===== src/rtl/annexb_pkg.sv =====
// Package: beat types and constants of the Annex B NAL unit splitter.
package annexb_pkg;

  localparam int POSITION_BITS_DEF = 32;
  localparam int MAX_RESULTS       = 4;
  localparam int QUEUE_DEPTH       = MAX_RESULTS + 1;

  localparam logic [7:0] ZERO_BYTE     = 8'h00;
  localparam logic [7:0] START_BYTE    = 8'h01;
  localparam logic [7:0] NAL_TYPE_MASK = 8'h1F;

  typedef struct packed {
    logic [7:0] data_byte;
    logic       stream_end;
  } in_beat_t;

  typedef struct packed {
    logic [7:0]  payload_byte;
    logic        unit_first;
    logic        unit_last;
    logic [4:0]  unit_type;
    logic [31:0] unit_offset;
    logic        run_end;
  } out_beat_t;

endpackage


===== src/rtl/annexb_nal_unit_splitter.sv =====
// Annex B start code parser: splits a byte stream into NAL unit payload beats.
// Each result beat is registered into the result queue when its input beat is taken.
// Input beats are taken one per cycle while each byte yields at most one beat
// and out_stall is low; a byte that yields n beats (up to four) enters the
// five-entry result queue and holds in_stall until the queue drains to one entry.
// Reset: synchronous, active low; clears parser state and empties the queue.
module annexb_nal_unit_splitter #(
  parameter int POSITION_BITS = annexb_pkg::POSITION_BITS_DEF
) (
  input  logic                   clk,
  input  logic                   rst_n,
  input  logic                   in_valid,
  output logic                   in_stall,
  input  annexb_pkg::in_beat_t   in_data,
  output logic                   out_valid,
  input  logic                   out_stall,
  output annexb_pkg::out_beat_t  out_data
);
  import annexb_pkg::*;

  logic [POSITION_BITS-1:0] pos_r, pos_nxt;
  logic [POSITION_BITS-1:0] cur_off_r, cur_off_nxt;
  logic [1:0]  zrun_r, zrun_nxt;
  logic [7:0]  held_r, held_nxt;
  logic        held_valid_r, held_valid_nxt;
  logic        inside_r, inside_nxt;
  logic        nfirst_r, nfirst_nxt;
  logic [4:0]  cur_type_r, cur_type_nxt;
  logic        spill_r, spill_nxt;
  logic [7:0]  spill_byte_r, spill_byte_nxt;

  out_beat_t   q_r [QUEUE_DEPTH];
  out_beat_t   q_nxt [QUEUE_DEPTH];
  logic [2:0]  cnt_r, cnt_nxt;

  out_beat_t   res [MAX_RESULTS];
  logic [2:0]  nout;
  logic [3:0]  total;

  logic [POSITION_BITS+31:0] off_ext;
  logic [31:0] off_sat;

  logic accept, pop;
  logic [7:0] b;
  logic       last_in;

  assign b       = in_data.data_byte;
  assign last_in = in_data.stream_end;
  assign in_stall  = (cnt_r > 3'(QUEUE_DEPTH - MAX_RESULTS));
  assign accept    = in_valid && !in_stall;
  assign out_valid = (cnt_r != 3'd0);
  assign pop       = out_valid && !out_stall;
  assign out_data  = q_r[0];

  assign off_ext = {32'd0, cur_off_r};
  assign off_sat = (|off_ext[POSITION_BITS+31:32]) ? 32'hFFFF_FFFF : off_ext[31:0];

  // parse one byte
  always_comb begin
    logic       is_start;
    logic       hm, mlast, he;
    logic [7:0] hb_m, hb_e;
    logic [1:0] zm, ze;
    logic [2:0] mlen, elen, j;
    logic [7:0] held_m;
    logic       held_valid_m, inside_m;
    logic [1:0] zrun_m;

    is_start     = (b == START_BYTE) && zrun_r[1];
    hm           = 1'b0;
    mlast        = 1'b0;
    hb_m         = held_r;
    zm           = 2'd0;
    held_m       = held_r;
    held_valid_m = held_valid_r;
    inside_m     = inside_r;
    zrun_m       = zrun_r;
    cur_off_nxt  = cur_off_r;

    if (b == ZERO_BYTE) begin
      if (zrun_r != 2'd3) begin
        zrun_m = zrun_r + 2'd1;
      end else if (inside_r) begin
        hm           = held_valid_r;
        held_m       = ZERO_BYTE;
        held_valid_m = 1'b1;
      end
    end else if (is_start) begin
      hm           = inside_r && held_valid_r;
      mlast        = 1'b1;
      held_m       = ZERO_BYTE;
      held_valid_m = 1'b0;
      zrun_m       = 2'd0;
      inside_m     = 1'b1;
      cur_off_nxt  = (&pos_r) ? pos_r : pos_r + 1'b1;
    end else begin
      if (inside_r) begin
        hm           = held_valid_r;
        zm           = zrun_r;
        held_m       = b;
        held_valid_m = 1'b1;
      end
      zrun_m = 2'd0;
    end

    he    = last_in && inside_m && held_valid_m;
    hb_e  = held_m;
    ze    = (last_in && inside_m) ? zrun_m : 2'd0;
    mlen  = {2'b00, hm} + {1'b0, zm};
    elen  = {2'b00, he} + {1'b0, ze};
    total = {1'b0, mlen} + {1'b0, elen};
    if (spill_r) begin
      nout = 3'd1;
    end else if (total > 4'(MAX_RESULTS)) begin
      nout = 3'(MAX_RESULTS);
    end else begin
      nout = total[2:0];
    end

    for (int k = 0; k < MAX_RESULTS; k++) begin
      j = 3'(k) - mlen;
      if (3'(k) < mlen) begin
        res[k].payload_byte = (hm && k == 0) ? hb_m : ZERO_BYTE;
        res[k].unit_last    = mlast && (3'(k) == mlen - 3'd1);
      end else begin
        res[k].payload_byte = (he && j == 3'd0) ? hb_e : ZERO_BYTE;
        res[k].unit_last    = (4'(k) == total - 4'd1);
      end
      res[k].unit_first  = nfirst_r && (k == 0);
      res[k].unit_offset = off_sat;
      res[k].run_end     = (3'(k) == nout - 3'd1);
    end
    for (int k = 0; k < MAX_RESULTS; k++) begin
      res[k].unit_type = nfirst_r ? 5'(res[0].payload_byte & NAL_TYPE_MASK) : cur_type_r;
    end

    if (spill_r) begin
      res[0].payload_byte = spill_byte_r;
      res[0].unit_first   = 1'b0;
      res[0].unit_last    = 1'b1;
      res[0].unit_type    = cur_type_r;
      res[0].run_end      = 1'b1;
    end

    spill_nxt      = !spill_r && (total == 4'(MAX_RESULTS + 1));
    spill_byte_nxt = (ze != 2'd0) ? ZERO_BYTE : hb_e;
    cur_type_nxt   = (res[0].unit_first && nout != 3'd0) ? res[0].unit_type : cur_type_r;

    if (last_in) begin
      pos_nxt        = '0;
      zrun_nxt       = 2'd0;
      held_nxt       = ZERO_BYTE;
      held_valid_nxt = 1'b0;
      inside_nxt     = 1'b0;
      nfirst_nxt     = 1'b0;
    end else begin
      pos_nxt        = (&pos_r) ? pos_r : pos_r + 1'b1;
      zrun_nxt       = zrun_m;
      held_nxt       = held_m;
      held_valid_nxt = held_valid_m;
      inside_nxt     = inside_m;
      if (is_start) begin
        nfirst_nxt = 1'b1;
      end else if (nout != 3'd0) begin
        nfirst_nxt = 1'b0;
      end else begin
        nfirst_nxt = nfirst_r;
      end
    end
  end

  // shift the result queue on pop, append the new beats behind it
  always_comb begin
    logic [2:0] base, slot;
    base = cnt_r - {2'b00, pop};
    for (int i = 0; i < QUEUE_DEPTH; i++) begin
      slot = 3'(i) - base;
      if (pop && i + 1 < QUEUE_DEPTH) begin
        q_nxt[i] = q_r[(i + 1 < QUEUE_DEPTH) ? i + 1 : i];
      end else begin
        q_nxt[i] = q_r[i];
      end
      if (accept && 3'(i) >= base && 3'(i) < base + nout) begin
        q_nxt[i] = res[slot[1:0]];
      end
    end
    cnt_nxt = base + (accept ? nout : 3'd0);
  end

  always_ff @(posedge clk) begin
    q_r <= q_nxt;
    if (!rst_n) begin
      cnt_r        <= 3'd0;
      pos_r        <= '0;
      cur_off_r    <= '0;
      zrun_r       <= 2'd0;
      held_r       <= ZERO_BYTE;
      held_valid_r <= 1'b0;
      inside_r     <= 1'b0;
      nfirst_r     <= 1'b0;
      cur_type_r   <= 5'd0;
      spill_r      <= 1'b0;
      spill_byte_r <= ZERO_BYTE;
    end else begin
      cnt_r <= cnt_nxt;
      if (accept) begin
        pos_r        <= pos_nxt;
        cur_off_r    <= cur_off_nxt;
        zrun_r       <= zrun_nxt;
        held_r       <= held_nxt;
        held_valid_r <= held_valid_nxt;
        inside_r     <= inside_nxt;
        nfirst_r     <= nfirst_nxt;
        cur_type_r   <= cur_type_nxt;
        spill_r      <= spill_nxt;
        spill_byte_r <= spill_byte_nxt;
      end
    end
  end

  a_queue_bound: assert property (@(posedge clk) disable iff (!rst_n)
    cnt_r <= 3'(QUEUE_DEPTH))
    else $error("result queue over capacity");

  a_burst_bound: assert property (@(posedge clk) disable iff (!rst_n)
    accept |-> total <= 4'(MAX_RESULTS + 1))
    else $error("byte yields more beats than queue plus spill");

  a_spill_clean: assert property (@(posedge clk) disable iff (!rst_n)
    spill_r |-> (!inside_r && !held_valid_r && zrun_r == 2'd0 && !nfirst_r))
    else $error("spill pending while parser not in reset state");

  a_stall_room: assert property (@(posedge clk) disable iff (!rst_n)
    accept |=> cnt_r <= 3'(QUEUE_DEPTH))
    else $error("accepted beat overran queue");

endmodule

===== config.mk =====
export PLATFORM = sky130hd
export DESIGN_NAME = annexb_nal_unit_splitter
export DESIGN_NICKNAME = d
export VERILOG_FILES = /design/src/rtl/annexb_pkg.sv /design/src/rtl/annexb_nal_unit_splitter.sv
export SDC_FILE = /design/constraint.sdc
export NUM_CORES = 1
export LEC_CHECK = 0
export BUFFER_PORTS_ARGS = -buffer_cell sky130_fd_sc_hd__buf_2
export CORE_MARGIN = 2
export CORE_UTILIZATION = 46
export DETAILED_ROUTE_END_ITERATION = 16
export PLACE_DENSITY = 0.7
export SYNTH_ARGS = -nofsm -noshare
export SYNTH_HDL_FRONTEND = slang
export SYNTH_SLANG_ARGS = --single-unit

===== constraint.sdc =====
create_clock -name clk -period 38.3 [get_ports clk]
set_input_delay 3.83 -clock clk [delete_from_list [all_inputs] [get_ports clk]]
set_output_delay 3.83 -clock clk [all_outputs]
set_load 0.005 [all_outputs]

-- Word-level counts from Yosys, hierarchy flattened
Cells that the tools add are included.
- add/sub/neg operators: 20
- order comparisons: 21
- equal/unequal tests: 12
- mux-type cells: 75
- bitwise gates (word level): 6
- reduce and logical (&&, ||, !) cells: 49
- operator list (operator ; count):
    two-way mux 48 bit ; 18
    binary-select mux 48 bit (select 2 bit) ; 5
    two-way mux 8 bit ; 16
    two-way mux 32 bit ; 2
    adder 32 x 1 -> 32 bit, second input constant ; 1
    AND reduction 32 bit ; 1
    logical AND 1 bit ; 26
    two-way mux 1 bit ; 22
    logical NOT 3 bit ; 6
    greater-or-equal comparator 3 bit, second input constant ; 5
    two-way mux 15 bit ; 1
    NOT 2 -> 3 bit ; 5
    two-way mux 2 bit ; 7
    equality test 2 x 3 -> 1 bit, first input constant ; 4
    less-than comparator 1 x 3 -> 1 bit, first input constant ; 4
    less-than comparator 2 x 3 -> 1 bit, first input constant ; 4
    nonzero test 2 bit ; 5
    two-way mux 3 bit ; 3
    nonzero test 3 bit ; 3
    equality test 2 x 4 -> 1 bit, first input constant ; 2
    equality test 8 x 1 -> 1 bit, second input constant ; 1
    logical NOT 8 bit ; 1
    adder 1 x 2 -> 3 bit ; 2
    adder 3 bit ; 2
    25 further kinds ; 37
- register bits after elaboration: 334
- input bits: 13
- output and inout port bits: 50
- logic and storage cells: 224

-- Depth between registers and ports, before layout
Gate-level depths: netlist of the first run.
- depth in word-level cells: 18
- gate-level depth with buffers: 22
- mapped depth without buffers: 18

-- Worst setup path before layout of the first run
Ideal clock, no wire load.
- path type: input to register
- start: input port in_data[5] (netlist bit)
- end: register q_r[0] (netlist bit), enable pin
- setup time: 0.712 ns
- arrival time: 15.094 ns
- data required time: 37.588 ns
- path slack: 22.494 ns
- stages: 15
- path buffers: 1
- cell sequence: or4_4 nor3_4 nor2_1 ha_1 ha_1 inv_1 fa_1 nor2b_1 a21oi_1 clkbuf_1 nor3_1 fa_1 xnor2_1 xor2_1 a2111oi_0
- longest elaborated chain between the ends: 14
- elaborated cells on any way between the ends: 24
- those cells by class: add/sub (4); order compare (2); eq/ne (1); mux (12); reduce/logical (5)
- RTL lines (what ; line ; source):
    start: declaration ; annexb_nal_unit_splitter.sv:14 ; input annexb_pkg::in_beat_t in_data,
    equality test 8 x 1 -> 1 bit ; annexb_nal_unit_splitter.sv:69 ; is_start = (b == START_BYTE) && zrun_r[1];
    logical AND 1 bit ; annexb_nal_unit_splitter.sv:69 ;
    two-way mux 1 bit ; annexb_nal_unit_splitter.sv:88 ; end else if (is_start) begin
    two-way mux 1 bit ; annexb_nal_unit_splitter.sv:80 ; if (b == ZERO_BYTE) begin
    logical AND 1 bit ; annexb_nal_unit_splitter.sv:106, annexb_nal_unit_splitter.sv:108 ;
    two-way mux 2 bit / logical AND 1 bit (equally long branches) ; annexb_nal_unit_splitter.sv:108, annexb_nal_unit_splitter.sv:106 ;
    adder 1 x 2 -> 3 bit ; annexb_nal_unit_splitter.sv:110 ; elen = {2'b00, he} + {1'b0, ze};
    adder 3 x 3 -> 4 bit * ; annexb_nal_unit_splitter.sv:111 ; total = {1'b0, mlen} + {1'b0, elen};
    greater-than comparator 4 x 3 -> 1 bit ; annexb_nal_unit_splitter.sv:114 ; end else if (total > 4'(MAX_RESULTS)) begin
    two-way mux 3 bit * ; annexb_nal_unit_splitter.sv:114 ;
    two-way mux 3 bit * ; annexb_nal_unit_splitter.sv:112 ; if (spill_r) begin
    adder 3 bit * ; annexb_nal_unit_splitter.sv:183 ; if (accept && 3'(i) >= base && 3'(i) < base + nout) begin
    less-than comparator 3 bit * ; annexb_nal_unit_splitter.sv:183 ;
    logical AND 1 bit * ; annexb_nal_unit_splitter.sv:183 ;
    end signal: assignment ; annexb_nal_unit_splitter.sv:191 ; q_r <= q_nxt;
    end: declaration ; annexb_nal_unit_splitter.sv:32 ; out_beat_t q_r [QUEUE_DEPTH];
Every way passes the cells marked *; elsewhere a longest branch is shown, timed or not.
A chain may end at the register's enable or synchronous reset.

-- Worst setup path after layout of the first run
- start: input port in_data[5] (netlist bit)
- end: register q_r (netlist bit out_data[35]), enable pin
- longest elaborated chain between the ends: 15
- elaborated cells on any way between the ends: 25
- those cells by class: add/sub (4); order compare (2); eq/ne (1); mux (12); reduce/logical (6)
- RTL lines (what ; line):
    equality test 8 x 1 -> 1 bit ; annexb_nal_unit_splitter.sv:69
    logical AND 1 bit ; annexb_nal_unit_splitter.sv:69
    two-way mux 1 bit ; annexb_nal_unit_splitter.sv:88
    two-way mux 1 bit ; annexb_nal_unit_splitter.sv:80
    logical AND 1 bit ; annexb_nal_unit_splitter.sv:106, annexb_nal_unit_splitter.sv:108
    two-way mux 2 bit / logical AND 1 bit (equally long branches) ; annexb_nal_unit_splitter.sv:108, annexb_nal_unit_splitter.sv:106
    adder 1 x 2 -> 3 bit ; annexb_nal_unit_splitter.sv:110
    adder 3 x 3 -> 4 bit * ; annexb_nal_unit_splitter.sv:111
    greater-than comparator 4 x 3 -> 1 bit ; annexb_nal_unit_splitter.sv:114
    two-way mux 3 bit * ; annexb_nal_unit_splitter.sv:114
    two-way mux 3 bit * ; annexb_nal_unit_splitter.sv:112
    adder 3 bit * ; annexb_nal_unit_splitter.sv:183
    less-than comparator 1 x 3 -> 1 bit * ; annexb_nal_unit_splitter.sv:183
    logical AND 1 bit * ; annexb_nal_unit_splitter.sv:183
    nonzero test 2 bit (no source line) * ; n/a
Marks and branches as above.

==> qor.txt, run 1 <==
Diode count -> 0
GP Congestion -> 0.948
YS warnings -> 0
Max-slew violation count -> 0
Final ANT Viol Nets -> 0
Global routing's busiest layer -> met1
GRT overflow -> 0
Cell Area, Placed -> 17,000 µm²
Net Count, Synth -> 1,694
# port buffers -> 62
MaxCap Viol Count -> 0
Post-synthesis cell type count -> 96
Clock transition at the registers of the reported paths -> 0.05 ns
CP max stage cell -> nand2_2
Minimum clock period -> 10.04 ns
Worst path cell trace -> buf_2 > nor4_4 > o211ai_2 > and3_1 > ha_1 > ha_1 > inv_1 > fa_1 > nor2b_1 > a21oi_1 > nor3_1 > fa_1 > xnor2_1 > xor2_1 > a2111o_1 > buf_4 > nand2_2
Post-cts resize count -> 0
Vias per inst -> 5.83
Post-Synthesis Cells -> 1,665
Setup bufs post-CTS -> 0
Hold Fails Final Rpt -> 0
First-pass GRT wire length -> 66.0 mm
Final period util -> 0.262
Pleak -> 6.62 nW
Initial antenna violation count -> 0
WP data arrival -> 10.04 ns
First-pass DRT Iterations -> 6
Met1 Usage GRT -> 0.331
Worst relative slew slack -> 0.192
Core Region -> 35,700 µm²
Synth Flop Type -> edfxtp_1
Share of cells above drive strength 1 -> 0.129
Initial Util -> 0.468
Mapped cell area -> 16,700 µm²
Chip Width -> 195 µm
CP Data Required Time -> 38.30 ns
DR vias -> 12,377
Worst-skew pair later-pin latency -> 0.53 ns
Clock buffer depth -> 3
Delay-heaviest family, CP -> simple AND/OR/NAND/NOR gates
Mean Syn Cell Area -> 10.0 µm²
DP Wirelength -> 27.7 mm
Setup violations, final -> 0
Largest net degree at the start of global routing -> 73
Mean routed wirelength per cell -> 19.5 µm
Sequential share of the synthesized area -> 0.544
Die Y -> 195 µm
CP peak stage delay -> 0.72 ns
CTS root buf -> clkbuf_16
Total GRT Usage -> 0.219
HP Class -> reg2reg
CP Launch Type -> input port
CTS buffer count -> 35
M2 GR Usage -> 0.323
CTS tree -> done
CTS Hold Bufs -> 0
Synth async-reset ratio -> 0
Finished Cell Area -> 18,100 µm²
Total Die Area -> 37,800 µm²
Crit Path Class -> in2reg
Post-synth EDFFs -> 240
VDD IR max -> 0.0528 mV
Buffers & Inverters on Critical Path -> 3
Outcome -> completed
Nets@finish -> 1,664
Area grow syn2layout -> 8.59%
Clk sinks -> 334
Post-Route WL -> 41.4 mm
RSZ-0062 raised after global routing -> false
Achievable Freq -> 99.6 MHz
Final setup TNS -> 0 ns
Row count -> 69
H-tree depth -> 2
Drt first-iter violations -> 1,378
IO Count -> 63
Met3 Use GR -> 0.0354
Worst Tran Pin Value -> 1.21 ns
Clk_skew -> 0.0147 ns
Crit Path Max Fanout -> 48
Worst Setup End Kind -> register
Number of global-route vias before repair -> 11,582
DR DRC count -> 0
Synth Register Bits -> 334
PwrDens -> 88.3 nW/µm²
-- per-layer routing --
| layer | wire [µm] | share of wire | vias to the layer above |
|---|---|---|---|
| met5 | 0 | 0 | - |
| met4 | 970 | 0.023 | 0 |
| met3 | 3270 | 0.079 | 65 |
| met2 | 17800 | 0.43 | 466 |
| met1 | 19400 | 0.47 | 5935 |
| li1 | - | - | 5911 |
-- flip-flops by register name (all words and copies together) (netlist names) --
signal,flops
held_valid_r,1
cnt_r,3
cur_off_r,32
held_r,8
nfirst_r,1
q_r,192
out_data,48
inside_r,1
spill_byte_r,8
cur_type_r,5
spill_r,1
zrun_r,2
pos_r,32
-- kinds of logic after synthesis --
kind of cell	synth area share
XOR/XNOR	0.0178
AND/OR/NAND/NOR	0.195
buffers and inverters	0.0526
adder cells (fa/ha/maj)	0.0138
multiplexers	0.0356
AO/OA/AOI/OAI	0.141
flip-flops	0.544
-- area by class of cell --
| cell class | instances | area [µm²] |
|---|---|---|
| well taps | 461 | 577 |
| fillers | 3120 | 17500 |
| multi-input cells | 1159 | 6790 |
| inverters | 25 | 93.8 |
| flip-flops and latches | 334 | 9090 |
| repair buffers | 80 | 445 |
| clock buffers | 51 | 1010 |
| clock inverters | 12 | 131 |
-- synth_stat cells (16+ instances only) --
library cell  instances  area, µm²
a211oi_1             19        143
a21oi_1              56        280
a22oi_1              24        180
a31oi_1              39        244
and2_1               18        113
and3_1               16        100
buf_2                24        120
buf_4                52        390
clkbuf_1             67        251
dfxtp_1              94       1880
edfxtp_1            240       7210
inv_1                23       86.3
mux2_2               41        462
nand2_1             396       1490
nand3_1              21        105
nor2_1              142        533
nor3_1               27        135
o21ai_0              73        365
xnor2_1              20        175
-- power breakdown --
part	internal [mW]	switching, mW	total (mW)	leakage (nW)
Clock	0.198	0.141	0.340	0.556
Combinational	0.177	0.431	0.608	3.03
Sequential	0.621	0.0321	0.653	3.03
-- path summary, 6_finish.rpt --
path / from / to / slack [ns] / depth (start not counted)
max: in_data[5] / out_data[35] / 28.26 / 17
min: spill_byte_r[0] / spill_byte_r[0] / 0.50 / 2
max reg2reg: zrun_r[1] / out_data[35] / 31.85 / 16
min reg2reg: spill_byte_r[0] / spill_byte_r[0] / 0.50 / 2
-- per-stage QoR --
step	utilization	hold slack, ns	total power [mW]	worst slack (ns)	std cells
6_report	0.509	0.504	1.60	28.26	2122
5_1_grt	0.509	0.519	1.69	27.74	2122
4_1_cts	0.509	0.504	1.61	28.25	2122
3_3_place_gp	0.477	0.469	1.24	28.02	2059
3_5_place_dp	0.477	0.487	1.26	27.76	2059
2_1_floorplan	-	0.458	1.11	22.49	1665
-- cells in the final DEF, fill, tap and decap left out, types with 27 or more instances in the layout --
| master | n |
|---|---|
| nand2_1 | 390 |
| edfxtp_1 | 240 |
| nor2_1 | 141 |
| dfxtp_1 | 94 |
| o21ai_0 | 73 |
| buf_2 | 62 |
| a21oi_1 | 56 |
| mux2_2 | 41 |
| a31oi_1 | 39 |
| clkbuf_16 | 36 |
| nor3_1 | 27 |
-- worst reg2reg max path, cell delays in order, from the launching register on --
cell	delay [ns]
dfxtp_1	0.40
and2_1	0.25
nor3_4	0.31
nor2_1	0.10
ha_1	0.23
ha_1	0.41
inv_1	0.13
fa_1	0.50
nor2b_1	0.19
a21oi_1	0.60
nor3_1	0.14
fa_1	0.45
xnor2_1	0.31
xor2_1	0.55
a2111o_1	0.25
buf_4	0.32
nand2_2	0.73
(Power assumes the default switching activity.)
==> run 2, diff against run 1 <==
ABC_AREA = 1   (was unset)
PLACE_DENSITY = 0.73   (was 0.7)
clock period = 8.6 ns   (was 38.3 ns; I/O delays follow)
==> run 2 against run 1 <==
Effect of this change:
- die area grew 0.99%
- clock power grew to 4.5 times the previous value
- flip-flop and latch count is the same
- first-iteration DRC count shrank 8.2%
- sequential share of layout area shrank 0.076 points
- critical path type unchanged
- largest power group unchanged
- highest routed layer unchanged
==> qor.txt, run 2 <==
Post-synthesis cell type count -> 47 (was 96)
Initial Util -> 0.464 (was 0.468)
Hold Fails Final Rpt -> 0 (unchanged)
Worst relative slew slack -> 0.221 (was 0.192)
YS warnings -> 0 (unchanged)
DP Wirelength -> 26.6 mm (was 27.7 mm)
# port buffers -> 62 (unchanged)
Worst Tran Pin Value -> 1.16 ns (was 1.21 ns)
Outcome -> completed (unchanged)
CTS buffer count -> 35 (unchanged)
Fin cells -> 2,396 (was 2,122)
R2r setup slk -> 2.39 ns (was 31.85 ns)
Mean Syn Cell Area -> 8.73 µm² (was 10.0 µm²)
Worst-skew pair later-pin latency -> 0.53 ns (about the same)
Number of global-route vias before repair -> 11,725 (was 11,582)
DR DRC count -> 0 (unchanged)
PwrDens -> 329 nW/µm² (was 88.3 nW/µm²)
Mapped cell area -> 16,900 µm² (was 16,700 µm²)
Die Y -> 195 µm (about the same)
Setup bufs post-CTS -> 0 (unchanged)
CP Launch Type -> input port (unchanged)
Synth area leaders -> edfxtp_1, nand2_1, dfxtp_1 (was edfxtp_1, dfxtp_1, nand2_1)
CP Data Required Time -> 8.60 ns (was 38.30 ns)
Pleak -> 7.15 nW (was 6.62 nW)
Net Count, Synth -> 1,961 (was 1,694)
First-pass DRT Iterations -> 6 (unchanged)
VDD IR max -> 0.252 mV (was 0.0528 mV)
GRT overflow -> 0 (unchanged)
Clk sinks -> 334 (unchanged)
Yosys top cell area share -> 0.427 (was 0.432)
Nets@finish -> 1,932 (was 1,664)
Area grow syn2layout -> 7.67% (was 8.59%)
GP Congestion -> 0.925 (was 0.948)
Clock buffer depth -> 3 (unchanged)
Max-slew violation count -> 0 (unchanged)
RSZ-0062 raised after global routing -> false (unchanged)
Drt first-iter violations -> 1,265 (was 1,378)
Delay-heaviest family, CP -> adder cells (was simple AND/OR/NAND/NOR gates)
Mean routed wirelength per cell -> 16.3 µm (was 19.5 µm)
Top reg by flops -> q_r (unchanged)
DR vias -> 12,864 (was 12,377)
Vias per inst -> 5.37 (was 5.83)
Synth Flop Type -> edfxtp_1 (unchanged)
Total Die Area -> 38,200 µm² (was 37,800 µm²)
Sequential share of the synthesized area -> 0.539 (was 0.544)
Pwr Total -> 5.98 mW (was 1.60 mW)
CP Depth -> 25 (was 17)
CTS root buf -> clkbuf_16 (unchanged)
Chip Width -> 195 µm (about the same)
Diode count -> 0 (unchanged)
Final period util -> 0.729
IO Count -> 63 (unchanged)
Setup violations, final -> 0 (unchanged)
Post-synth top cells -> nand2_1, edfxtp_1, nand3_1 (was nand2_1, edfxtp_1, nor2_1)
Clock transition at the registers of the reported paths -> 0.06 ns (was 0.05 ns)
CTS Hold Bufs -> 0 (unchanged)
Dpl cells -> 2,334 (was 2,059)
Synth async-reset ratio -> 0 (unchanged)
Worst r2r path cells -> 21 (was 16)
Count leader, synth -> nand2_1 (unchanged)
Crit path from -> in_data[5] (unchanged)
Number of flip-flops in the largest register -> 192 (unchanged)
Clk_skew -> 0.0239 ns (was 0.0147 ns)
MaxCap Viol Count -> 0 (unchanged)
Largest net degree at the start of global routing -> 92 (was 73)
WP data arrival -> 6.27 ns (was 10.04 ns)
Final setup TNS -> 0 ns (unchanged)
Share of cells above drive strength 1 -> 0.103 (was 0.129)
Crit Path Class -> in2reg (unchanged)
Post-cts resize count -> 0 (unchanged)
Reg-to-Reg Start -> inside_r (was zrun_r[1])
Achievable Freq -> 160 MHz
Post-synth EDFFs -> 240 (unchanged)
CP peak stage delay -> 0.78 ns (was 0.72 ns)
Worst Setup End Kind -> register (unchanged)
Most frequent cells in the layout -> nand2_1, edfxtp_1, nand3_1 (was nand2_1, edfxtp_1, nor2_1)
Yosys top cell by area -> edfxtp_1 (unchanged)
Final ANT Viol Nets -> 0 (unchanged)
CTS tree -> done (unchanged)
Initial antenna violation count -> 0 (unchanged)
Crit path to -> q_r[156] (was out_data[35])
Most common cell after layout, fill and taps aside -> nand2_1 (unchanged)
Post-Synthesis Cells -> 1,932 (was 1,665)
HP Class -> reg2reg (unchanged)
Row count -> 70 (was 69)
CP max stage cell -> nand2_2 (unchanged)
Reg-to-reg endpoint -> q_r[156] (was out_data[35])
CP most frequent cell -> nand2_2
Crit Path Max Fanout -> 67 (was 48)
Synth Register Bits -> 334 (unchanged)
First-pass GRT wire length -> 63.3 mm (was 66.0 mm)
H-tree depth -> 2 (unchanged)
Post-Route WL -> 38.9 mm (was 41.4 mm)
Buffers & Inverters on Critical Path -> 7 (was 3)
Minimum clock period -> 6.27 ns
Total GRT Usage -> 0.206 (was 0.219)
Core Region -> 36,300 µm² (was 35,700 µm²)
## run 2: changes by cell type after synthesis, sizes merged, moves of 17 or more
cell and delta:
nand3 +160, nand2 +154, inv +142, o21ai +139, nor2 -62, a21oi +52
mux2 -45, a31oi -26, a22oi -24, clkbuf -20, a211oi -17
## run 2: logic make-up (layout without fill, tap and decap cells)
| logic type | Yosys count | count (layout) | share of synthesized area |
|---|---|---|---|
| flip-flops | 334 | 334 | 0.539 |
| XOR/XNOR | 32 | 32 | 0.0180 |
| AND/OR/NAND/NOR | 877 | 877 | 0.223 |
| AO/OA/AOI/OAI | 358 | 358 | 0.114 |
| buffers and inverters | 313 | 309 | 0.0918 |
| adder cells (fa/ha/maj) | 16 | 16 | 0.0136 |
| multiplexers | 2 | 2 | 0.00119 |
## run 2: how the worst min path moves through the flow
| stage | from | to | slack, ns | cells after the start |
|---|---|---|---|---|
| floorplan | cur_off_r[9] | q_r[10] | 0.41 | 0 |
| global placement | cur_off_r[27] | q_r[28] | 0.41 | 0 |
| detailed placement | cur_off_r[12] | q_r[13] | 0.41 | 0 |
| CTS | cur_off_r[12] | q_r[13] | 0.42 | 0 |
| global route | cur_off_r[11] | q_r[12] | 0.43 | 0 |
| finish | cur_off_r[12] | q_r[13] | 0.42 | 0 |
## run 2: area by class of cell
| class | instances | area [µm²] |
|---|---|---|
| fill | 3288 | 18200 |
| clock inverter | 17 | 208 |
| inverter | 170 | 638 |
| clock buffer | 45 | 955 |
| sequential | 334 | 9090 |
| timing repair buffer | 77 | 423 |
| tap | 468 | 586 |
| multi-input combinational | 1285 | 6260 |
## run 2: stage by stage
step,setup slack (ns),hold slack (ns),area [µm²],util
after detailed placement,1.77,0.413,17000,0.468
final,2.33,0.418,18200,0.500
after global routing,1.86,0.433,18200,0.500
after global placement,1.92,0.410,17000,0.468
after floorplan,1.10,0.408,16900,-
after CTS,2.30,0.422,18200,0.500
## run 2: report_power, final
part	internal (mW)	total, mW	switching [mW]
sequential	2.44	2.54	0.101
combinational	0.535	1.90	1.37
clock	0.911	1.53	0.624
## run 2: routing by layer
layer | wire [µm] | share of wire | track usage | vias up
met5 | 0 | 0 | 0 | -
met4 | 692 | 0.018 | 0.0520 | 0
met3 | 3070 | 0.079 | 0.0380 | 60
met2 | 16300 | 0.42 | 0.299 | 471
met1 | 18900 | 0.49 | 0.314 | 5944
li1 | - | - | - | 6389
==> run 3, diff against run 2 <==
PLACE_DENSITY = 0.7   (was 0.73)
clock period = 6 ns   (was 8.6 ns; I/O delays follow)
==> run 3 against run 2 <==
Effect of this change:
- cell count up 0.54%
- wire length up 0.23%
- critical endpoint is now q_r[110]
- cell area up 0.64%
- non-clock buffer count up 12
- flip-flop and latch count unchanged
- largest cell class unchanged
- clock-buffer cell count up 5
- sequential power up 43%
- combinational power up 50%
- first-iteration DRC count down 3.9%
- total power up 44%
==> qor.txt, run 3 (same netlist as run 2, synthesis figures left out) <==
# port buffers -> 62 (unchanged)
Outcome -> completed (unchanged)
Finished Cell Area -> 18,300 µm² (was 18,200 µm²)
First-pass DRT Iterations -> 5 (was 6)
Max-slew violation count -> 0 (unchanged)
R2r setup slk -> 0.89 ns (was 2.39 ns)
CP Data Required Time -> 6.23 ns (was 8.60 ns)
Share of cells above drive strength 1 -> 0.107 (was 0.103)
Setup violations, final -> 0 (unchanged)
Core Region -> 36,300 µm² (unchanged)
PwrDens -> 471 nW/µm² (was 329 nW/µm²)
Crit path to -> q_r[110] (was q_r[156])
Diode count -> 0 (unchanged)
GRT overflow -> 0 (unchanged)
Buffers & Inverters on Critical Path -> 8 (was 7)
Total GRT Usage -> 0.205 (was 0.206)
CP most frequent cell -> inv_1 (was nand2_2)
Crit path from -> inside_r (was in_data[5])
DR vias -> 12,836 (was 12,864)
First-pass GRT wire length -> 63.1 mm (was 63.3 mm)
CTS tree -> done (unchanged)
Achievable Freq -> 196 MHz
IO Count -> 63 (unchanged)
H-tree depth -> 2 (unchanged)
CP Depth -> 23 (was 25)
Drt first-iter violations -> 1,216 (was 1,265)
DP Wirelength -> 27.0 mm (was 26.6 mm)
CTS root buf -> clkbuf_16 (unchanged)
Clk sinks -> 334 (unchanged)
Worst Hold Path Cells -> 4 (was 0)
Reg-to-Reg Start -> inside_r (unchanged)
Worst Setup End Kind -> register (unchanged)
Clock buffer depth -> 3 (unchanged)
VDD IR max -> 0.370 mV (was 0.252 mV)
Post-Route WL -> 39.0 mm (was 38.9 mm)
MaxCap Viol Count -> 0 (unchanged)
Number of flip-flops in the largest register -> 192 (unchanged)
Final ANT Viol Nets -> 0 (unchanged)
Setup bufs post-CTS -> 0 (unchanged)
Crit Path Max Fanout -> 66 (was 67)
Final period util -> 0.852
CTS buffer count -> 35 (unchanged)
Worst Tran Pin Value -> 0.873 ns (was 1.16 ns)
Cell Area, Placed -> 17,200 µm² (was 17,000 µm²)
RSZ-0062 raised after global routing -> false (unchanged)
HP Class -> in2reg (was reg2reg)
Hold Fails Final Rpt -> 0 (unchanged)
Minimum clock period -> 5.11 ns
Total Die Area -> 38,200 µm² (unchanged)
Pleak -> 7.20 nW (was 7.15 nW)
WP data arrival -> 5.35 ns (was 6.27 ns)
Fill cells -> 3,293 (was 3,288)
Mean routed wirelength per cell -> 16.2 µm (was 16.3 µm)
Chip Width -> 195 µm (unchanged)
CP Launch Type -> register (was input port)
CP peak stage delay -> 0.45 ns (was 0.78 ns)
Vias per inst -> 5.33 (was 5.37)
Crit Path Class -> reg2reg (was in2reg)
Final setup TNS -> 0 ns (unchanged)
CTS Hold Bufs -> 0 (unchanged)
CP max stage cell -> buf_4 (was nand2_2)
Top reg by flops -> q_r (unchanged)
Reg-to-reg endpoint -> q_r[110] (was q_r[156])
Row count -> 70 (unchanged)
GP Congestion -> 0.925 (about the same)
Clock transition at the registers of the reported paths -> 0.06 ns (about the same)
Initial Util -> 0.464 (unchanged)
Most common cell after layout, fill and taps aside -> nand2_1 (unchanged)
DR DRC count -> 0 (unchanged)
Clk_skew -> 0.0133 ns (was 0.0239 ns)
Area grow syn2layout -> 8.36% (was 7.67%)
Nets@finish -> 1,944 (was 1,932)
Post-cts resize count -> 0 (unchanged)
Die Y -> 195 µm (unchanged)
Worst r2r path cells -> 23 (was 21)
Largest net degree at the start of global routing -> 77 (was 92)
Worst path cell trace -> buf_4 > inv_1 > buf_4 > nor4_1 > ha_1 > fa_1 > inv_1 > fa_1 > inv_1 > nand2_1 > nand2_2 > inv_2 > nor2_4 > inv_1 > o21ai_1 > ha_1 > fa_1 > xor2_2 > xnor2_2 > nand2_1 > nand2_2 > buf_4 > o21ai_0
Min-delay src -> in_data[0] (was cur_off_r[12])
Initial antenna violation count -> 0 (unchanged)
Worst relative slew slack -> 0.416 (was 0.221)
Number of global-route vias before repair -> 11,903 (was 11,725)
Delay-heaviest family, CP -> adder cells (unchanged)
Worst-skew pair later-pin latency -> 0.53 ns (about the same)
Most frequent cells in the layout -> nand2_1, edfxtp_1, nand3_1 (unchanged)
==> run 3: cell types whose count changed in the layout (fill, tap and decap cells not counted), sizes merged <==
cell / change
buf: +12
bufinv: -2
clkbuf: +5
clkinv: -4
clkinvlp: +2
==> run 3: worst min-delay path by stage <==
stage / to
final: nfirst_r
after detailed placement: q_r[29]
after CTS: nfirst_r
after global placement: q_r[26]
after global routing: nfirst_r
after floorplan: q_r[10]
==> run 3: area by class of cell <==
class / instances / area, µm² / area share
inverter: 170 / 638 / 0.0349
clock inverter: 13 / 139 / 0.00760
tap: 468 / 586 / 0.0320
sequential: 334 / 9090 / 0.497
multi-input combinational: 1285 / 6260 / 0.343
timing repair buffer: 89 / 576 / 0.0315
clock buffer: 50 / 987 / 0.0540
==> run 3: metal layers <==
| metal | wire length, µm | vias to the layer above | track usage | part of all wire |
|---|---|---|---|---|
| met1 | 18600 | 5845 | 0.302 | 0.48 |
| met4 | 874 | 0 | 0.0599 | 0.022 |
| li1 | - | 6425 | - | - |
| met5 | 0 | - | 0 | 0 |
| met2 | 16500 | 497 | 0.305 | 0.42 |
| met3 | 3080 | 69 | 0.0437 | 0.079 |
==> run 3: worst reg2reg max path, delay by kind of cell, from the launching register on <==
family                   cells  cell delay [ns]
buffers and inverters        8             1.16
AO/OA/AOI/OAI                2             0.35
XOR/XNOR                     2             0.60
adder cells (fa/ha/maj)      5             1.62
flip-flops                   1             0.31
AND/OR/NAND/NOR              6             0.78
==> run 3: per-stage QoR <==
stage          worst slack (ns)  cells  power, mW  hold WS [ns]   util
2_1_floorplan            0.0724   1932       5.87         0.408      -
3_3_place_gp              0.584   2346       6.41         0.409  0.472
3_5_place_dp              0.333   2346       6.50         0.413  0.472
4_1_cts                   0.891   2409       8.63         0.385  0.503
5_1_grt                   0.479   2409       9.12         0.405  0.503
6_report                  0.886   2409       8.60         0.395  0.503
==> run 3: where the power goes <==
part | total [mW] | switching, mW | internal (mW)
sequential | 3.62 | 0.143 | 3.48
combinational | 2.85 | 1.99 | 0.855
clock | 2.14 | 0.893 | 1.24
